==> src/rtl/assert_macros.svh <==
// -----------------------------------------------------------------------------
// assert_macros.svh
// Shared assertion macros for the radix text converter.
// -----------------------------------------------------------------------------
`ifndef ASSERT_MACROS_SVH
`define ASSERT_MACROS_SVH

// Clocked assertion that is switched off while reset is asserted.
`define ASSERT_CLK(label, clk, rst_n, prop, msg) \
    label: assert property (@(posedge clk) disable iff (!rst_n) (prop)) \
        else $error(msg);

// Clocked assertion that is checked through reset as well.
`define ASSERT_CLK_ALWAYS(label, clk, prop, msg) \
    label: assert property (@(posedge clk) (prop)) else $error(msg);

`endif

==> src/rtl/itrt_pkg.sv <==
// -----------------------------------------------------------------------------
// itrt_pkg
// Shared types and constants of the radix text converter.
// -----------------------------------------------------------------------------
package itrt_pkg;

    // Default width of the converted value.
    localparam int DEFAULT_VALUE_BITS = 32;

    // Width of one stored digit; remainders stay below the largest base.
    localparam int DIGIT_BITS = 6;

    localparam logic [7:0] BASE_MIN = 8'd2;
    localparam logic [7:0] BASE_MAX = 8'd35;

    localparam logic [7:0] MINUS_CHAR = 8'h2D;
    localparam logic [7:0] CHAR_ZERO  = 8'h30;
    localparam logic [7:0] CHAR_A     = 8'h61;

    // Control handed from the sequencer to the divider.
    typedef struct packed {
        logic start;
    } t_div_ctrl;

    // Status returned by the divider.
    typedef struct packed {
        logic busy;
        logic done;
    } t_div_stat;

endpackage

==> src/rtl/itrt_ram.sv <==
// -----------------------------------------------------------------------------
// itrt_ram
// Generic single write port, single read port RAM with registered read.
// -----------------------------------------------------------------------------
module itrt_ram #(
    parameter int WIDTH = 8,
    parameter int DEPTH = 32,
    parameter int AW    = $clog2(DEPTH)
) (
    input  logic             i_clk,
    input  logic             i_we,
    input  logic [AW-1:0]    i_waddr,
    input  logic [WIDTH-1:0] i_wdata,
    input  logic [AW-1:0]    i_raddr,
    output logic [WIDTH-1:0] o_rdata
);

    logic [WIDTH-1:0] r_mem [DEPTH];
    logic [WIDTH-1:0] r_rdata;

    always_ff @(posedge i_clk) begin
        if (i_we) begin
            r_mem[i_waddr] <= i_wdata;
        end
        r_rdata <= r_mem[i_raddr];
    end

    assign o_rdata = r_rdata;

endmodule

==> src/rtl/itrt_divider.sv <==
// -----------------------------------------------------------------------------
// itrt_divider
// Bit-serial restoring divider of the magnitude by the base, one bit a cycle.
// -----------------------------------------------------------------------------
`include "assert_macros.svh"

module itrt_divider
    import itrt_pkg::*;
#(
    parameter int VALUE_BITS = DEFAULT_VALUE_BITS
) (
    input  logic                  i_clk,
    input  logic                  i_rst_n,
    input  t_div_ctrl             i_ctrl,
    input  logic [VALUE_BITS-1:0] i_dividend,
    input  logic [DIGIT_BITS-1:0] i_divisor,
    output t_div_stat             o_stat,
    output logic [VALUE_BITS-1:0] o_quotient,
    output logic [DIGIT_BITS-1:0] o_remainder
);

    localparam int CNT_W = (VALUE_BITS > 1) ? $clog2(VALUE_BITS) : 1;

    logic [VALUE_BITS-1:0] r_quo, n_quo;
    logic [DIGIT_BITS-1:0] r_rem, n_rem;
    logic [DIGIT_BITS-1:0] r_div, n_div;
    logic [CNT_W-1:0]      r_cnt, n_cnt;
    logic                  r_busy, n_busy;
    logic                  r_done, n_done;

    logic [DIGIT_BITS:0] w_trial;
    logic [DIGIT_BITS:0] w_diff;
    logic                w_ge;

    // The trial remainder brings in the next dividend bit from the top.
    assign w_trial = {r_rem, r_quo[VALUE_BITS-1]};
    assign w_ge    = (w_trial >= {1'b0, r_div});
    assign w_diff  = w_trial - {1'b0, r_div};

    always_comb begin
        n_quo  = r_quo;
        n_rem  = r_rem;
        n_div  = r_div;
        n_cnt  = r_cnt;
        n_busy = r_busy;
        n_done = 1'b0;
        if (i_ctrl.start) begin
            n_quo  = i_dividend;
            n_rem  = '0;
            n_div  = i_divisor;
            n_cnt  = '0;
            n_busy = 1'b1;
        end else if (r_busy) begin
            n_quo = {r_quo[VALUE_BITS-2:0], w_ge};
            n_rem = w_ge ? w_diff[DIGIT_BITS-1:0] : w_trial[DIGIT_BITS-1:0];
            n_cnt = r_cnt + 1'b1;
            if (r_cnt == CNT_W'(VALUE_BITS - 1)) begin
                n_busy = 1'b0;
                n_done = 1'b1;
            end
        end
    end

    always_ff @(posedge i_clk) begin
        if (!i_rst_n) begin
            r_busy <= 1'b0;
            r_done <= 1'b0;
            r_cnt  <= '0;
        end else begin
            r_busy <= n_busy;
            r_done <= n_done;
            r_cnt  <= n_cnt;
        end
        r_quo <= n_quo;
        r_rem <= n_rem;
        r_div <= n_div;
    end

    assign o_stat.busy  = r_busy;
    assign o_stat.done  = r_done;
    assign o_quotient   = r_quo;
    assign o_remainder  = r_rem;

    // A finished division always leaves a remainder below the divisor.
    `ASSERT_CLK(a_rem_below_div, i_clk, i_rst_n, r_done |-> (r_rem < r_div), "remainder not below divisor")
    // Done rises together with the fall of busy, at the end of the busy phase.
    `ASSERT_CLK(a_done_after_busy, i_clk, i_rst_n, r_done |-> ($past(r_busy) && !r_busy), "done without a busy phase")

endmodule

==> src/rtl/integer_to_radix_text.sv <==
// -----------------------------------------------------------------------------
// integer_to_radix_text
// Converts a signed integer to ASCII text in a base from 2 to 35.
// -----------------------------------------------------------------------------
// Each request carries a signed value and a base. The block answers with the
// value as text, one character per output request in reading order: a '-'
// first for a negative value, then the digits of the magnitude from the most
// significant, using 0-9 and then a-y, with o_last set on the final character.
// The most negative value is converted exactly as a magnitude of
// 2^(VALUE_BITS-1), and zero gives the single character '0'. A base below 2
// or above 35 gives a single character of 0 with both o_last and o_empty_res
// set. The block works on one request at a time and takes no new request
// until the last character has been loaded into its output register; that
// register lets the next request in while the final character still waits.
// Digits come from a shared bit-serial divider, which sets the conversion
// time; output characters are paced by the registered read of the digit
// store, which each character waits for in S_READ before S_EMIT.
// -----------------------------------------------------------------------------
`include "assert_macros.svh"

module integer_to_radix_text
    import itrt_pkg::*;
#(
    parameter int VALUE_BITS = DEFAULT_VALUE_BITS
) (
    input  logic                  i_clk,
    input  logic                  i_rst_n,
    // Input channel.
    input  logic                  i_valid,
    output logic                  o_ready,
    input  logic [VALUE_BITS-1:0] i_value,
    input  logic [7:0]            i_base,
    // Output channel.
    output logic                  o_valid,
    input  logic                  i_ready,
    output logic [7:0]            o_character,
    output logic                  o_last,
    output logic                  o_empty_res
);

    // The digit count must hold VALUE_BITS itself; the store index need not.
    localparam int CW = $clog2(VALUE_BITS + 1);
    localparam int AW = $clog2(VALUE_BITS);

    typedef enum logic [5:0] {
        S_IDLE  = 6'b000001,
        S_DIV   = 6'b000010,
        S_SIGN  = 6'b000100,
        S_READ  = 6'b001000,
        S_EMIT  = 6'b010000,
        S_EMPTY = 6'b100000
    } t_state;

    t_state r_state, n_state;

    // Digit count: counts up while digits are produced, down while sent.
    logic [CW-1:0] r_count, n_count;
    logic          r_neg, n_neg;

    // Base of the request in progress, held for every later division.
    logic [DIGIT_BITS-1:0] r_base, n_base;

    // Output register.
    logic       r_out_valid, n_out_valid;
    logic [7:0] r_char, n_char;
    logic       r_last, n_last;
    logic       r_empty, n_empty;

    logic                  w_base_ok;
    logic                  w_sign;
    logic [VALUE_BITS-1:0] w_mag;
    logic                  w_out_free;
    logic [CW-1:0]         w_rd_idx;
    logic [7:0]            w_digit_char;

    t_div_ctrl             w_div_ctrl;
    t_div_stat             w_div_stat;
    logic [VALUE_BITS-1:0] w_dividend;
    logic [DIGIT_BITS-1:0] w_divisor;
    logic [VALUE_BITS-1:0] w_quotient;
    logic [DIGIT_BITS-1:0] w_remainder;

    logic                  w_ram_we;
    logic [DIGIT_BITS-1:0] w_ram_rdata;

    assign w_base_ok = i_base inside {[BASE_MIN:BASE_MAX]};
    assign w_sign    = i_value[VALUE_BITS-1];
    // Two's complement negation wraps the most negative value onto itself,
    // which read unsigned is exactly its magnitude.
    assign w_mag     = w_sign ? (~i_value + 1'b1) : i_value;

    // The first division takes the base straight from the request; the
    // following ones use the copy held since the request was accepted.
    assign w_divisor = (r_state == S_IDLE) ? i_base[DIGIT_BITS-1:0] : r_base;

    // The output register can take a character when it is empty or draining.
    assign w_out_free = !r_out_valid || i_ready;

    // The store is read continuously at the next digit to send.
    assign w_rd_idx = r_count - 1'b1;

    assign w_digit_char = (w_ram_rdata < DIGIT_BITS'(10))
        ? (CHAR_ZERO + {2'b00, w_ram_rdata})
        : (CHAR_A + {2'b00, w_ram_rdata} - 8'd10);

    always_comb begin
        n_state     = r_state;
        n_count     = r_count;
        n_neg       = r_neg;
        n_base      = r_base;
        n_out_valid = r_out_valid && !i_ready;
        n_char      = r_char;
        n_last      = r_last;
        n_empty     = r_empty;
        w_div_ctrl  = '0;
        w_dividend  = w_quotient;
        w_ram_we    = 1'b0;
        case (r_state)
            S_IDLE: begin
                if (i_valid) begin
                    if (w_base_ok) begin
                        n_neg            = w_sign;
                        n_base           = i_base[DIGIT_BITS-1:0];
                        n_count          = '0;
                        w_div_ctrl.start = 1'b1;
                        w_dividend       = w_mag;
                        n_state          = S_DIV;
                    end else begin
                        n_state = S_EMPTY;
                    end
                end
            end
            S_DIV: begin
                if (w_div_stat.done) begin
                    // Store this digit and keep dividing while anything is left.
                    w_ram_we = 1'b1;
                    n_count  = r_count + 1'b1;
                    if (w_quotient == '0) begin
                        n_state = r_neg ? S_SIGN : S_READ;
                    end else begin
                        w_div_ctrl.start = 1'b1;
                    end
                end
            end
            S_SIGN: begin
                // At least one digit always follows the sign.
                if (w_out_free) begin
                    n_out_valid = 1'b1;
                    n_char      = MINUS_CHAR;
                    n_last      = 1'b0;
                    n_empty     = 1'b0;
                    n_state     = S_READ;
                end
            end
            S_READ: begin
                n_state = S_EMIT;
            end
            S_EMIT: begin
                if (w_out_free) begin
                    n_out_valid = 1'b1;
                    n_char      = w_digit_char;
                    n_last      = (r_count == CW'(1));
                    n_empty     = 1'b0;
                    n_count     = w_rd_idx;
                    n_state     = (r_count == CW'(1)) ? S_IDLE : S_READ;
                end
            end
            S_EMPTY: begin
                if (w_out_free) begin
                    n_out_valid = 1'b1;
                    n_char      = '0;
                    n_last      = 1'b1;
                    n_empty     = 1'b1;
                    n_state     = S_IDLE;
                end
            end
            default: begin
                n_state = S_IDLE;
            end
        endcase
    end

    always_ff @(posedge i_clk) begin
        if (!i_rst_n) begin
            r_state     <= S_IDLE;
            r_count     <= '0;
            r_neg       <= 1'b0;
            r_out_valid <= 1'b0;
        end else begin
            r_state     <= n_state;
            r_count     <= n_count;
            r_neg       <= n_neg;
            r_out_valid <= n_out_valid;
        end
        r_base  <= n_base;
        r_char  <= n_char;
        r_last  <= n_last;
        r_empty <= n_empty;
    end

    itrt_divider #(
        .VALUE_BITS (VALUE_BITS)
    ) u_divider (
        .i_clk       (i_clk),
        .i_rst_n     (i_rst_n),
        .i_ctrl      (w_div_ctrl),
        .i_dividend  (w_dividend),
        .i_divisor   (w_divisor),
        .o_stat      (w_div_stat),
        .o_quotient  (w_quotient),
        .o_remainder (w_remainder)
    );

    itrt_ram #(
        .WIDTH (DIGIT_BITS),
        .DEPTH (VALUE_BITS),
        .AW    (AW)
    ) u_digit_store (
        .i_clk   (i_clk),
        .i_we    (w_ram_we),
        .i_waddr (r_count[AW-1:0]),
        .i_wdata (w_remainder),
        .i_raddr (w_rd_idx[AW-1:0]),
        .o_rdata (w_ram_rdata)
    );

    assign o_ready     = (r_state == S_IDLE);
    assign o_valid     = r_out_valid;
    assign o_character = r_char;
    assign o_last      = r_last;
    assign o_empty_res = r_empty;

    // A digit is never written past the end of the store.
    `ASSERT_CLK(a_store_in_range, i_clk, i_rst_n, w_ram_we |-> (r_count < CW'(VALUE_BITS)), "digit store overflow")
    // A request with a valid base starts the divider on the next cycle.
    `ASSERT_CLK(a_accept_starts_div, i_clk, i_rst_n, (i_valid && o_ready && w_base_ok) |=> w_div_stat.busy, "divider not started")
    // The block is never open for a request while the divider still runs.
    `ASSERT_CLK(a_idle_div_quiet, i_clk, i_rst_n, o_ready |-> !w_div_stat.busy, "ready while dividing")

endmodule

==> config.mk <==
export PLATFORM = sky130hd
export DESIGN_NAME = integer_to_radix_text
export DESIGN_NICKNAME = d
export VERILOG_FILES = /design/src/rtl/itrt_pkg.sv /design/src/rtl/itrt_ram.sv /design/src/rtl/itrt_divider.sv /design/src/rtl/integer_to_radix_text.sv
export VERILOG_INCLUDE_DIRS = /design/src /design/src/rtl
export SDC_FILE = /design/constraint.sdc
export NUM_CORES = 1
export LEC_CHECK = 0
export BUFFER_PORTS_ARGS = -buffer_cell sky130_fd_sc_hd__buf_2
export CORE_MARGIN = 2
export CORE_UTILIZATION = 58
export CTS_BUF_LIST = sky130_fd_sc_hd__clkbuf_4
export CTS_CLUSTER_DIAMETER = 100
export CTS_CLUSTER_SIZE = 30
export DETAILED_ROUTE_END_ITERATION = 10
export HOLD_SLACK_MARGIN = 0.03
export PLACE_DENSITY = 0.79
export SYNTH_ARGS = -nofsm -noshare
export SYNTH_HDL_FRONTEND = slang
export SYNTH_SLANG_ARGS = --single-unit
==> constraint.sdc <==
create_clock -name i_clk -period 4.1 [get_ports i_clk]
set_clock_uncertainty 0.1 [all_clocks]
set_input_delay 0.41 -clock i_clk [delete_from_list [all_inputs] [get_ports i_clk]]
set_output_delay 0.41 -clock i_clk [all_outputs]
set_load 0.05 [all_outputs]
==> reports/metrics.yaml, run 1 <==
grt:
  grt_pass1_wl_mm: 39.7
  groute.usage.overall_pct: 21.5
  grt_max_degree: 49
  globalRoute.totalOverflow: 0
  first_global_vias: 7128
  antenna_found_initial: 0
layout:
  drive_above_1_share_pct: 25.9
  antenna_cells: 0
  final_design_area_no_fill_um2: 13600
  final_core_util_pct: 62.8
  layout_cells_excl_fill: 1151
  area_delta_synth_final_pct: 7.22
  nets: 927
detailed_routing:
  wl_mm: 24.5
  detail_route.iter0.violations: 563
  detail_route.drc_violations: 0
  antenna_violating_nets_post_route: 0
  detailroute.via_count: 7090
  avgRoutedWirePerCell_um: 21.3
  drt-pass1-iter-count: 5
  via_per_inst: 6.16
outcome:
  result_of_the_run: "finished, final reports clean"
worst_setup_path:
  r2r_cells: 7
  critPathKind: "input pin to flip-flop"
  critPathLaunchType: "input pin"
  reg2reg_to: "u_divider.o_quotient[4]$_DFFE_PP_"
  timing.critical_path.to_type: "flip-flop"
  required_arrival_time_at_the_worst_endpoint_ns: 4.45
  worstPathArrival_ns: 3.81
  setup.reg_to_reg.worst_slack_ns: 1.00
  critical_path_peak_fanout: 26
  worst_r2r_startpoint: "r_state[2]$_SDFFE_PN0P_"
  crit_path_start: "i_base[3]"
  timing.critical_path.to: "u_divider.o_quotient[4]$_DFFE_PP_"
synth:
  synthArstFlopShare_pct: 0
  synth-warning-count: 0
  seq_area_frac_synth_pct: 63.5
  flop_and_latch_count_out_of_synthesis: 279
  synthFlopType: "sky130_fd_sc_hd__edfxtp_1"
  mapped_cells: 803
  netlist-cell-type-count: 74
  synth.avg_cell_area_um2: 15.8
  post_synth_main_area_contributors: "sky130_fd_sc_hd__edfxtp_1, sky130_fd_sc_hd__mux4_2, sky130_fd_sc_hd__dfxtp_1"
  count_of_flip_flops_with_a_built_in_enable_after_synthesis: 246
  post-synth-top-area-fraction_pct: 58.3
  netlist_area_um2: 12700
  yosys.area.top_type: "sky130_fd_sc_hd__edfxtp_1"
  synth.net_count: 866
cts:
  cts.path.max_buffers: 3
  cts_inserted_buffers: 13
  ctsResizeCount: 0
  post-cts-setup-buffers: 0
  clk_root_buffer_cell: "sky130_fd_sc_hd__clkbuf_4"
  clk_pin_slew_worst_paths_ns: 0.27
  clock_sink_count: 279
  clk_latency_ns: 0.68
  cts_tree: "built"
  clock_tree.htree_level_count: 1
sta:
  totalNegativeSetupSlack_ns: 0
  grt_setup_unrepaired: "no"
  slew_violations: 0
  fmax_mhz: 290
  max_slew.worst_pin.slew_ns: 0.768
  timing_hold_violations_final: 0
  finalCritPeriodShare_pct: 84.2
  timing.final.setup_violations: 0
  fin_crit_ns: 3.45
  slew_headroom_pct: 48.4
floorplanning:
  die-height_um: 152
  overall_die_width_um: 152
  core_area_um2: 21600
  num_rows: 54
  initial_core_util_pct: 58.6
  design.portCount: 56
  die-area_um2: 23000
place:
  hpwlAfterDp_mm: 16.7
  dp_cells: 1115
  gp_congestion: 0.867
  dpl_cell_area_um2: 13300
  io_buffers: 55
worst_hold_path:
  min-delay-path-class: "input pin to flip-flop"
power_and_ir_drop:
  pwr_density_cell_nw_per_um2: 460
  leakage_power_nw: 4.33
  vdd.ir_drop.worst_mv: 0.261
job:
  cap_viol_max_count: 0
## how the worst min path moves through the flow
| stage | from | to | cells after the start |
|---|---|---|---|
| 4_1_cts | i_value[13] | u_divider.o_quotient[13]$_DFFE_PP_ | 3 |
| 5_1_grt | i_value[24] | u_divider.o_quotient[24]$_DFFE_PP_ | 3 |
| 3_5_place_dp | r_neg$_SDFFE_PN0P_ | r_state[2]$_SDFFE_PN0P_ | 2 |
| 3_3_place_gp | r_neg$_SDFFE_PN0P_ | r_state[2]$_SDFFE_PN0P_ | 2 |
| 2_1_floorplan | r_neg$_SDFFE_PN0P_ | r_state[2]$_SDFFE_PN0P_ | 2 |
| 6_report | i_value[20] | u_divider.o_quotient[20]$_DFFE_PP_ | 3 |
## routing by layer
layer  vias to the layer above  part of all wire [%]  GRT usage (%)
met5                         -                     0              0
met4                         0                   1.9           4.76
met3                        32                   5.8           2.71
met2                       246                    50           36.3
met1                      3534                    42           30.6
li1                       3278                     -              -
## placed cells by master, fill, tap and decap left out, drive strengths merged, types with 12 or more instances in the layout
master / instances
edfxtp: 246
buf: 70
mux4: 60
nor2: 58
mux2: 43
xnor2: 38
nand2: 36
dfxtp: 33
inv: 22
nand3: 22
clkbuf: 20
ha: 18
nor3: 15
a21oi: 14
dlygate4sd3: 14
o21ai: 14
nor4: 13
o31ai: 12
## power breakdown
group,internal [mW],switching [mW]
Combinational,0.660,1.01
Sequential,3.45,0.110
Clock,0.236,0.782
Total,4.35,1.90
## cell type report
cell class	instances	area, um2
sequential	279	8050
clock inverter	2	33.8
inverter	23	86.3
timing repair buffer	84	541
fill	1548	8030
multi-input combinational	463	4370
tap	280	350
clock buffer	20	150
## worst max-delay path, stage by stage
cell and delay [ns]:
sky130_fd_sc_hd__dlygate4sd3_1 0.53, sky130_fd_sc_hd__buf_2 0.15, sky130_fd_sc_hd__o31a_1 0.32, sky130_fd_sc_hd__a2111oi_4 0.38, sky130_fd_sc_hd__dlygate4sd3_1 0.62, sky130_fd_sc_hd__nand3_2 0.16, sky130_fd_sc_hd__nand2_2 0.50, sky130_fd_sc_hd__buf_4 0.36
sky130_fd_sc_hd__mux2_2 0.37
## flip-flops by register name, indices dropped and copies added, names as in the netlist
| register | cells |
|---|---|
| u_digit_store.r_mem | 192 |
| u_divider.o_quotient | 32 |
| o_character | 8 |
| r_base | 6 |
| r_count | 6 |
| r_state | 6 |
| u_digit_store.o_rdata | 6 |
| u_divider.o_remainder | 6 |
| u_divider.r_div | 6 |
| u_divider.r_cnt | 5 |
| o_empty_res | 1 |
| o_last | 1 |
| o_valid | 1 |
| r_neg | 1 |
| u_divider.r_busy | 1 |
| u_divider.r_done | 1 |
## what timing repair did
action,in CTS,in global routing
hold endpoints to repair,24,0
setup endpoints to repair,0,0
hold buffers,14,0
## metrics by stage
step	power [mW]	hold WS [ns]	setup WS, ns
2_1_floorplan	4.73	0.360	0.303
3_3_place_gp	5.21	0.394	1.04
3_5_place_dp	5.28	0.410	0.966
4_1_cts	6.28	0.0571	0.682
5_1_grt	6.54	0.0604	0.584
6_report	6.25	0.110	0.646
## Yosys cell counts (4+ instances only)
| cell type | n |
|---|---|
| sky130_fd_sc_hd__nand3_1 | 20 |
| sky130_fd_sc_hd__o31ai_1 | 12 |
| sky130_fd_sc_hd__buf_2 | 7 |
| sky130_fd_sc_hd__nand2_1 | 34 |
| sky130_fd_sc_hd__nor4_1 | 9 |
| sky130_fd_sc_hd__mux2i_1 | 7 |
| sky130_fd_sc_hd__xor2_1 | 6 |
| sky130_fd_sc_hd__buf_4 | 7 |
| sky130_fd_sc_hd__inv_1 | 21 |
| sky130_fd_sc_hd__nor2b_1 | 6 |
| sky130_fd_sc_hd__nor2_1 | 58 |
| sky130_fd_sc_hd__and3_1 | 4 |
| sky130_fd_sc_hd__a31oi_1 | 4 |
| sky130_fd_sc_hd__nor3_1 | 15 |
| sky130_fd_sc_hd__ha_1 | 18 |
| sky130_fd_sc_hd__o21ai_0 | 14 |
| sky130_fd_sc_hd__clkbuf_1 | 21 |
| sky130_fd_sc_hd__mux4_2 | 60 |
| sky130_fd_sc_hd__xnor2_1 | 38 |
| sky130_fd_sc_hd__a311oi_1 | 4 |
| sky130_fd_sc_hd__nand4_1 | 4 |
| sky130_fd_sc_hd__nand2b_1 | 8 |
| sky130_fd_sc_hd__mux2_2 | 41 |
| sky130_fd_sc_hd__edfxtp_1 | 246 |
| sky130_fd_sc_hd__dfxtp_1 | 33 |
| sky130_fd_sc_hd__o211ai_1 | 6 |
| sky130_fd_sc_hd__a211oi_1 | 6 |
| sky130_fd_sc_hd__a21oi_1 | 14 |
| sky130_fd_sc_hd__or3_1 | 8 |
## cell families after synthesis
kind of cell / after synthesis / share of synthesized area, %
xor+xnor: 44 / 3.04
simple gates: 195 / 8.53
mux: 110 / 15.1
buf+inv: 61 / 2.08
compound gates: 95 / 5.81
fa+ha+maj: 19 / 1.94
flops: 279 / 63.5
No activity file was read; power rests on OpenSTA's default activity.
==> run 2, diff against run 1 <==
--- a/config.mk
+++ b/config.mk
@@ -6,15 +6,16 @@
 export SDC_FILE = /design/constraint.sdc
 export NUM_CORES = 1
 export LEC_CHECK = 0
+export ABC_AREA = 1
 export BUFFER_PORTS_ARGS = -buffer_cell sky130_fd_sc_hd__buf_2
 export CORE_MARGIN = 2
-export CORE_UTILIZATION = 58
+export CORE_UTILIZATION = 64
 export CTS_BUF_LIST = sky130_fd_sc_hd__clkbuf_4
 export CTS_CLUSTER_DIAMETER = 100
 export CTS_CLUSTER_SIZE = 30
 export DETAILED_ROUTE_END_ITERATION = 10
 export HOLD_SLACK_MARGIN = 0.03
-export PLACE_DENSITY = 0.79
+export PLACE_DENSITY = 0.82
 export SYNTH_ARGS = -nofsm -noshare
 export SYNTH_HDL_FRONTEND = slang
 export SYNTH_SLANG_ARGS = --single-unit
==> constraint.sdc (replaced) <==
create_clock -name i_clk -period 3.2 [get_ports i_clk]
set_clock_uncertainty 0.1 [all_clocks]
set_input_delay 0.32 -clock i_clk [delete_from_list [all_inputs] [get_ports i_clk]]
set_output_delay 0.32 -clock i_clk [all_outputs]
set_load 0.05 [all_outputs]
==> run 2 against run 1 <==
  * First-iteration DRC count up 96%
  * Via count up 41%
  * Register-to-register slack worse by 0.40 ns
  * Largest power group unchanged
==> reports/metrics.yaml, run 2 <==
place:
  dpl_cell_area_um2: 13700
  gp_congestion: 0.917
  io_buffers: 55
  hpwlAfterDp_mm: 19.8
power_and_ir_drop:
  finalPower_mw: 8.20
  pwr_density_cell_nw_per_um2: 574
  vdd.ir_drop.worst_mv: 0.525
  leakage_power_nw: 5.36
synth:
  post_synth_main_area_contributors: "sky130_fd_sc_hd__edfxtp_1, sky130_fd_sc_hd__nor2_1, sky130_fd_sc_hd__nand2_1"
  count_of_flip_flops_with_a_built_in_enable_after_synthesis: 246
  mapped_cells: 1340
  synthFlopType: "sky130_fd_sc_hd__edfxtp_1"
  synthArstFlopShare_pct: 0
  synthTopCellsByCount: "sky130_fd_sc_hd__nor2_1, sky130_fd_sc_hd__edfxtp_1, sky130_fd_sc_hd__nand2_1, sky130_fd_sc_hd__o21ai_0, sky130_fd_sc_hd__nand3_1"
  netlist_area_um2: 13200
  synthMostInstantiatedCell: "sky130_fd_sc_hd__nor2_1"
  flop_and_latch_count_out_of_synthesis: 279
  yosys.area.top_type: "sky130_fd_sc_hd__edfxtp_1"
  netlist-cell-type-count: 41
  synth-warning-count: 0
  synth.net_count: 1403
  synth.avg_cell_area_um2: 9.88
  seq_area_frac_synth_pct: 60.8
  post-synth-top-area-fraction_pct: 55.8
layout:
  area_delta_synth_final_pct: 7.91
  nets: 1477
  fillers: 1477
  largest_register_ffs: 192
  most_frequent_cells_in_the_layout: "sky130_fd_sc_hd__nor2_1, sky130_fd_sc_hd__edfxtp_1, sky130_fd_sc_hd__nand2_1, sky130_fd_sc_hd__o21ai_0, sky130_fd_sc_hd__nand3_1"
  drive_above_1_share_pct: 9.37
  largest-register: "u_digit_store.r_mem"
  final_design_area_no_fill_um2: 14300
  layout_commonest_cell: "sky130_fd_sc_hd__nor2_1"
detailed_routing:
  detail_route.drc_violations: 0
  detail_route.iter0.violations: 1102
  drt-pass1-iter-count: 5
  antenna_violating_nets_post_route: 0
  routed.top_layer: "met4"
  avgRoutedWirePerCell_um: 18.3
  wl_mm: 31.0
  detailroute.via_count: 10016
  met3_length_mm: 2.28
  wirelength_met1_mm: 12.3
  via_per_inst: 5.92
  wl_met2_mm: 15.3
sta:
  fmax_mhz: 365
  max_slew.worst_pin.slew_ns: 0.742
  totalNegativeSetupSlack_ns: 0
  timing_hold_violations_final: 0
  timing.final.setup_violations: 0
  fin_crit_ns: 2.74
  finalCritPeriodShare_pct: 85.5
  grt_setup_unrepaired: "no"
  slew_violations: 0
  slew_headroom_pct: 50.6
cts:
  clk_pin_slew_worst_paths_ns: 0.28
  cts_inserted_buffers: 13
  cts.path.max_buffers: 3
  holdBufCountCts: 44
  post-cts-setup-buffers: 0
  clk_root_buffer_cell: "sky130_fd_sc_hd__clkbuf_4"
  ctsResizeCount: 0
  clock_sink_count: 279
  clk_latency_ns: 0.67
  cts_tree: "built"
  clock_tree.htree_level_count: 1
grt:
  first_global_vias: 9774
  groute.usage.overall_pct: 28.6
  grt_pass1_wl_mm: 49.5
  grt_max_degree: 75
  antenna_found_initial: 1
  globalRoute.totalOverflow: 0
worst_setup_path:
  worst_r2r_startpoint: "r_state[5]$_SDFFE_PN0P_"
  reg2reg_to: "u_divider.o_quotient[28]$_DFFE_PP_"
  worstPathArrival_ns: 3.21
  timing.critical_path.to_type: "flip-flop"
  critPathKind: "input pin to flip-flop"
  r2r_cells: 8
  critPathLaunchType: "input pin"
  setup.reg_to_reg.worst_slack_ns: 0.60
  critical_path_peak_fanout: 30
  required_arrival_time_at_the_worst_endpoint_ns: 3.67
floorplanning:
  design.portCount: 56
  num_rows: 52
  die-height_um: 148
  core_area_um2: 20200
  initial_core_util_pct: 65.4
  overall_die_width_um: 148
  die-area_um2: 21800
worst_hold_path:
  min-delay-start: "i_value[1]"
  min-delay-path-class: "input pin to flip-flop"
  timing.hold.worst_path_depth: 5
  holdPathEnd: "u_divider.o_quotient[1]$_DFFE_PP_"
outcome:
  result_of_the_run: "finished, final reports clean"
job:
  cap_viol_max_count: 0
## run 2: cell count changes after synthesis, sizes merged, moves of 30 or more
cell	change
nand2	+179
nand3	+75
mux2	-43
nor2	+239
o211ai	+32
mux4	-60
o21ai	+138
inv	+67
xnor2	-30
## run 2: cell type report
cell class,instances,area [um2],share of cell area (%)
flip-flops and latches,279,8050,56.4
repair buffers,112,826,5.78
clock inverters,2,23.8,0.166
diodes,3,7.51,0.0526
clock buffers,19,143,0.999
inverters,89,339,2.37
well taps,270,338,2.37
multi-input cells,919,4560,31.9
## run 2: power by group
part / total (mW) / internal [mW] / switching (mW)
combinational: 2.29 / 0.662 / 1.63
clock: 1.30 / 0.288 / 1.01
sequential: 4.61 / 4.43 / 0.182
total: 8.20 / 5.38 / 2.82
## run 2: worst max-delay path: stages
cell                            delay, ns
sky130_fd_sc_hd__dlygate4sd3_1       0.55
sky130_fd_sc_hd__buf_2               0.13
sky130_fd_sc_hd__nor2_1              0.10
sky130_fd_sc_hd__dlygate4sd3_1       0.57
sky130_fd_sc_hd__nand3_1             0.16
sky130_fd_sc_hd__nor2_2              0.17
sky130_fd_sc_hd__nand2_2             0.12
sky130_fd_sc_hd__nand2_4             0.33
sky130_fd_sc_hd__nand3_1             0.12
sky130_fd_sc_hd__dlygate4sd3_1       0.57
sky130_fd_sc_hd__nand2_1             0.06
## run 2: cell families (layout without fill, tap and decap cells)
kind of cell | Yosys count | in the layout | synth area share [%]
AO/OA/AOI/OAI | 228 | 228 | 9.95
AND/OR/NAND/NOR | 645 | 645 | 20.5
buffers and inverters | 142 | 222 | 4.81
XOR/XNOR | 25 | 25 | 1.94
adder cells (fa/ha/maj) | 19 | 19 | 1.85
other | 0 | 3 | 0
multiplexers | 2 | 2 | 0.151
flip-flops | 279 | 279 | 60.8
## run 2: how the worst max path moves through the flow
stage                                        from                                 end  slack, ns
2_1_floorplan   u_divider.o_quotient[3]$_DFFE_PP_   u_divider.o_quotient[0]$_DFFE_PP_       0.09
3_3_place_gp   u_divider.o_quotient[31]$_DFFE_PP_   u_divider.o_quotient[5]$_DFFE_PP_       0.73
3_5_place_dp   u_divider.o_quotient[31]$_DFFE_PP_     u_divider.r_cnt[3]$_SDFFE_PP0P_       0.68
4_1_cts                                 i_base[6]  u_divider.o_quotient[28]$_DFFE_PP_       0.62
5_1_grt                                 i_base[6]  u_divider.o_quotient[28]$_DFFE_PP_       0.35
6_report                                i_base[6]  u_divider.o_quotient[28]$_DFFE_PP_       0.46
## run 2: stage by stage
| stage | hold WS, ns | setup slack (ns) | instances | utilization, % |
|---|---|---|---|---|
| 2_1_floorplan | 0.319 | 0.0878 | 1340 | - |
| 3_3_place_gp | 0.395 | 0.728 | 1625 | 67.5 |
| 3_5_place_dp | 0.409 | 0.680 | 1625 | 67.5 |
| 4_1_cts | 0.0625 | 0.620 | 1690 | 70.5 |
| 5_1_grt | 0.143 | 0.354 | 1693 | 70.6 |
| 6_report | 0.110 | 0.462 | 1693 | 70.6 |
## run 2: layer usage
metal / up-vias / global-route usage [%]
met4: 0 / 9.18
li1: 4750 / -
met3: 74 / 3.46
met2: 483 / 50.2
met1: 4709 / 37.6
met5: - / 0
==> run 3, diff against run 2 <==
--- a/config.mk
+++ b/config.mk
@@ -6,7 +6,6 @@
 export SDC_FILE = /design/constraint.sdc
 export NUM_CORES = 1
 export LEC_CHECK = 0
-export ABC_AREA = 1
 export BUFFER_PORTS_ARGS = -buffer_cell sky130_fd_sc_hd__buf_2
 export CORE_MARGIN = 2
 export CORE_UTILIZATION = 64
==> run 3 against run 2 <==
  * Via count fell by 25%
  * Cell area fell by 1.9%
  * Register-to-register slack got worse by 0.35 ns
  * Wire length fell by 15%
  * Utilization rose by 1.4 points
  * Non-clock buffer count rose by 17
  * Sequential power barely moved
  * Critical endpoint is now u_divider.o_quotient[23]$_DFFE_PP_
  * Largest cell class unchanged
==> reports/metrics.yaml, run 3 (synthesis results as in run 1) <==
place:
  gp_congestion: 0.866
  dp_cells: 1122
  io_buffers: 55
  hpwlAfterDp_mm: 18.3
grt:
  first_global_vias: 7653
  globalRoute.totalOverflow: 0
  grt_max_degree: 57
  grt_pass1_wl_mm: 41.3
  antenna_found_initial: 2
  groute.usage.overall_pct: 26.0
worst_setup_path:
  worstPathArrival_ns: 3.38
  critical_path_peak_fanout: 28
  timing.critical_path.to_type: "flip-flop"
  worstPathCellList: "dlygate4sd3_1 > buf_2 > o31a_1 > a2111oi_4 > dlygate4sd3_1 > nand3_2 > nand2_4 > buf_12 > mux2_2"
  worst_r2r_startpoint: "r_state[1]$_SDFFE_PN0P_"
  crit_path_start: "i_base[3]"
  setup.reg_to_reg.worst_slack_ns: 0.25
  critical_path.slowest_cell: "sky130_fd_sc_hd__dlygate4sd3_1"
  required_arrival_time_at_the_worst_endpoint_ns: 3.51
  r2r_cells: 6
  cpMostUsedCell: "sky130_fd_sc_hd__dlygate4sd3_1"
  critPathKind: "input pin to flip-flop"
  reg2reg_to: "r_state[0]$_SDFFE_PN1P_"
  cpPeakStageDelay_ns: 0.65
  critPathLaunchType: "input pin"
sta:
  slew_headroom_pct: 35.4
  timing.final.setup_violations: 0
  max_slew.worst_pin.slew_ns: 0.962
  grt_setup_unrepaired: "no"
  timing.hold.ws_ns: 0.0831
  totalNegativeSetupSlack_ns: 0
  finalCritPeriodShare_pct: 96.0
  fmax_mhz: 326
  fin_crit_ns: 3.07
  timing_hold_violations_final: 0
  slew_violations: 0
cts:
  clk_pin_slew_worst_paths_ns: 0.27
  clk_root_buffer_cell: "sky130_fd_sc_hd__clkbuf_4"
  clock_sink_count: 279
  cts_inserted_buffers: 13
  clk_latency_ns: 0.68
  cts.path.max_buffers: 3
  post-cts-setup-buffers: 0
  clock_tree.htree_level_count: 1
  cts_tree: "built"
job:
  cap_viol_max_count: 0
detailed_routing:
  wl_mm: 26.4
  detailroute.via_count: 7480
  avgRoutedWirePerCell_um: 22.3
  detail_route.drc_violations: 0
  via_per_inst: 6.33
  detail_route.iter0.violations: 603
  drt-pass1-iter-count: 9
  antenna_violating_nets_post_route: 0
floorplanning:
  core_area_um2: 19500
  die-height_um: 145
  overall_die_width_um: 145
  die-area_um2: 20900
  design.portCount: 56
  initial_core_util_pct: 65.1
  num_rows: 51
power_and_ir_drop:
  leakage_power_nw: 4.56
  vdd.ir_drop.worst_mv: 0.325
  pwr_density_cell_nw_per_um2: 576
layout:
  layout_cells_excl_fill: 1182
  fillers: 1209
  drive_above_1_share_pct: 27.1
  largest_register_ffs: 192
  layout_commonest_cell: "sky130_fd_sc_hd__edfxtp_1"
  largest-register: "u_digit_store.r_mem"
  nets: 972
  area_delta_synth_final_pct: 10.5
  most_frequent_cells_in_the_layout: "sky130_fd_sc_hd__edfxtp_1, sky130_fd_sc_hd__mux4_2, sky130_fd_sc_hd__nor2_1, sky130_fd_sc_hd__buf_2, sky130_fd_sc_hd__mux2_2"
worst_hold_path:
  min-delay-path-class: "input pin to flip-flop"
  timing.hold.worst_path_depth: 4
  min-delay-start: "i_value[1]"
  holdPathEnd: "u_divider.o_quotient[3]$_DFFE_PP_"
outcome:
  result_of_the_run: "finished, final reports clean"
-- run 3: cell types whose count changed in the layout (fill, tap and decap cells not counted), sizes merged, moves of 24 or more --
cell,before,now
buf,68,92
inv,90,22
mux2,0,43
mux4,0,60
nand2,215,36
nand3,97,22
nor2,297,58
o211ai,38,6
o21ai,152,14
xnor2,8,38
-- run 3: per-stage QoR --
step           setup slack [ns]  power, mW  utilization [%]  area [um2]
6_report                  0.128       8.06             72.0       14000
5_1_grt                  0.0658       8.41             72.0       14000
4_1_cts                   0.101       8.09             71.9       14000
3_5_place_dp              0.333       6.79             69.1       13400
3_3_place_gp              0.422       6.68             69.1       13400
2_1_floorplan           0.00172       6.06                -       12700
-- run 3: power breakdown --
group          internal, mW  switching, mW
clock network         0.303           1.00
registers              4.43          0.169
logic                 0.885           1.28
-- run 3: layer usage --
metal / vias to the layer above / global-route usage [%] / routed length, um
li1: 3365 / - / -
met1: 3789 / 32.8 / 10000
met2: 290 / 49.0 / 14500
met3: 34 / 2.76 / 1400
met4: 2 / 5.67 / 453
met5: - / 0 / 11
-- run 3: critical path: cells and delay by family --
family                 cells  cell delay [ns]
muxes                      1             0.36
AOI/OAI and AO/OA          2             0.74
buffers and inverters      4             1.53
and+or+nand+nor            2             0.41
-- run 3: area by class of cell --
class / count / area [um2] / area share [%]
Multi-Input combinational cell: 463 / 4380 / 31.3
Antenna cell: 1 / 2.50 / 0.0179
Inverter: 23 / 86.3 / 0.616
Sequential cell: 279 / 8050 / 57.5
Timing Repair Buffer: 129 / 973 / 6.95
Clock inverter: 2 / 33.8 / 0.241
Tap cell: 265 / 332 / 2.37
Clock buffer: 20 / 150 / 1.07
-- run 3: what timing repair did --
action,in CTS,in global routing
hold buffers,37,0
gates resized for setup,0,1
endpoints found under the hold margin,48,0
setup endpoints to repair,0,7
-- run 3: worst max path at each step --
stage	end	slack [ns]
6_report	u_divider.o_quotient[23]$_DFFE_PP_	0.13
3_5_place_dp	u_digit_store.o_rdata[2]$_DFF_P_	0.33
4_1_cts	u_divider.o_quotient[23]$_DFFE_PP_	0.10
5_1_grt	u_divider.o_quotient[26]$_DFFE_PP_	0.07
3_3_place_gp	u_digit_store.o_rdata[2]$_DFF_P_	0.42
2_1_floorplan	u_divider.o_quotient[0]$_DFFE_PP_	0.002
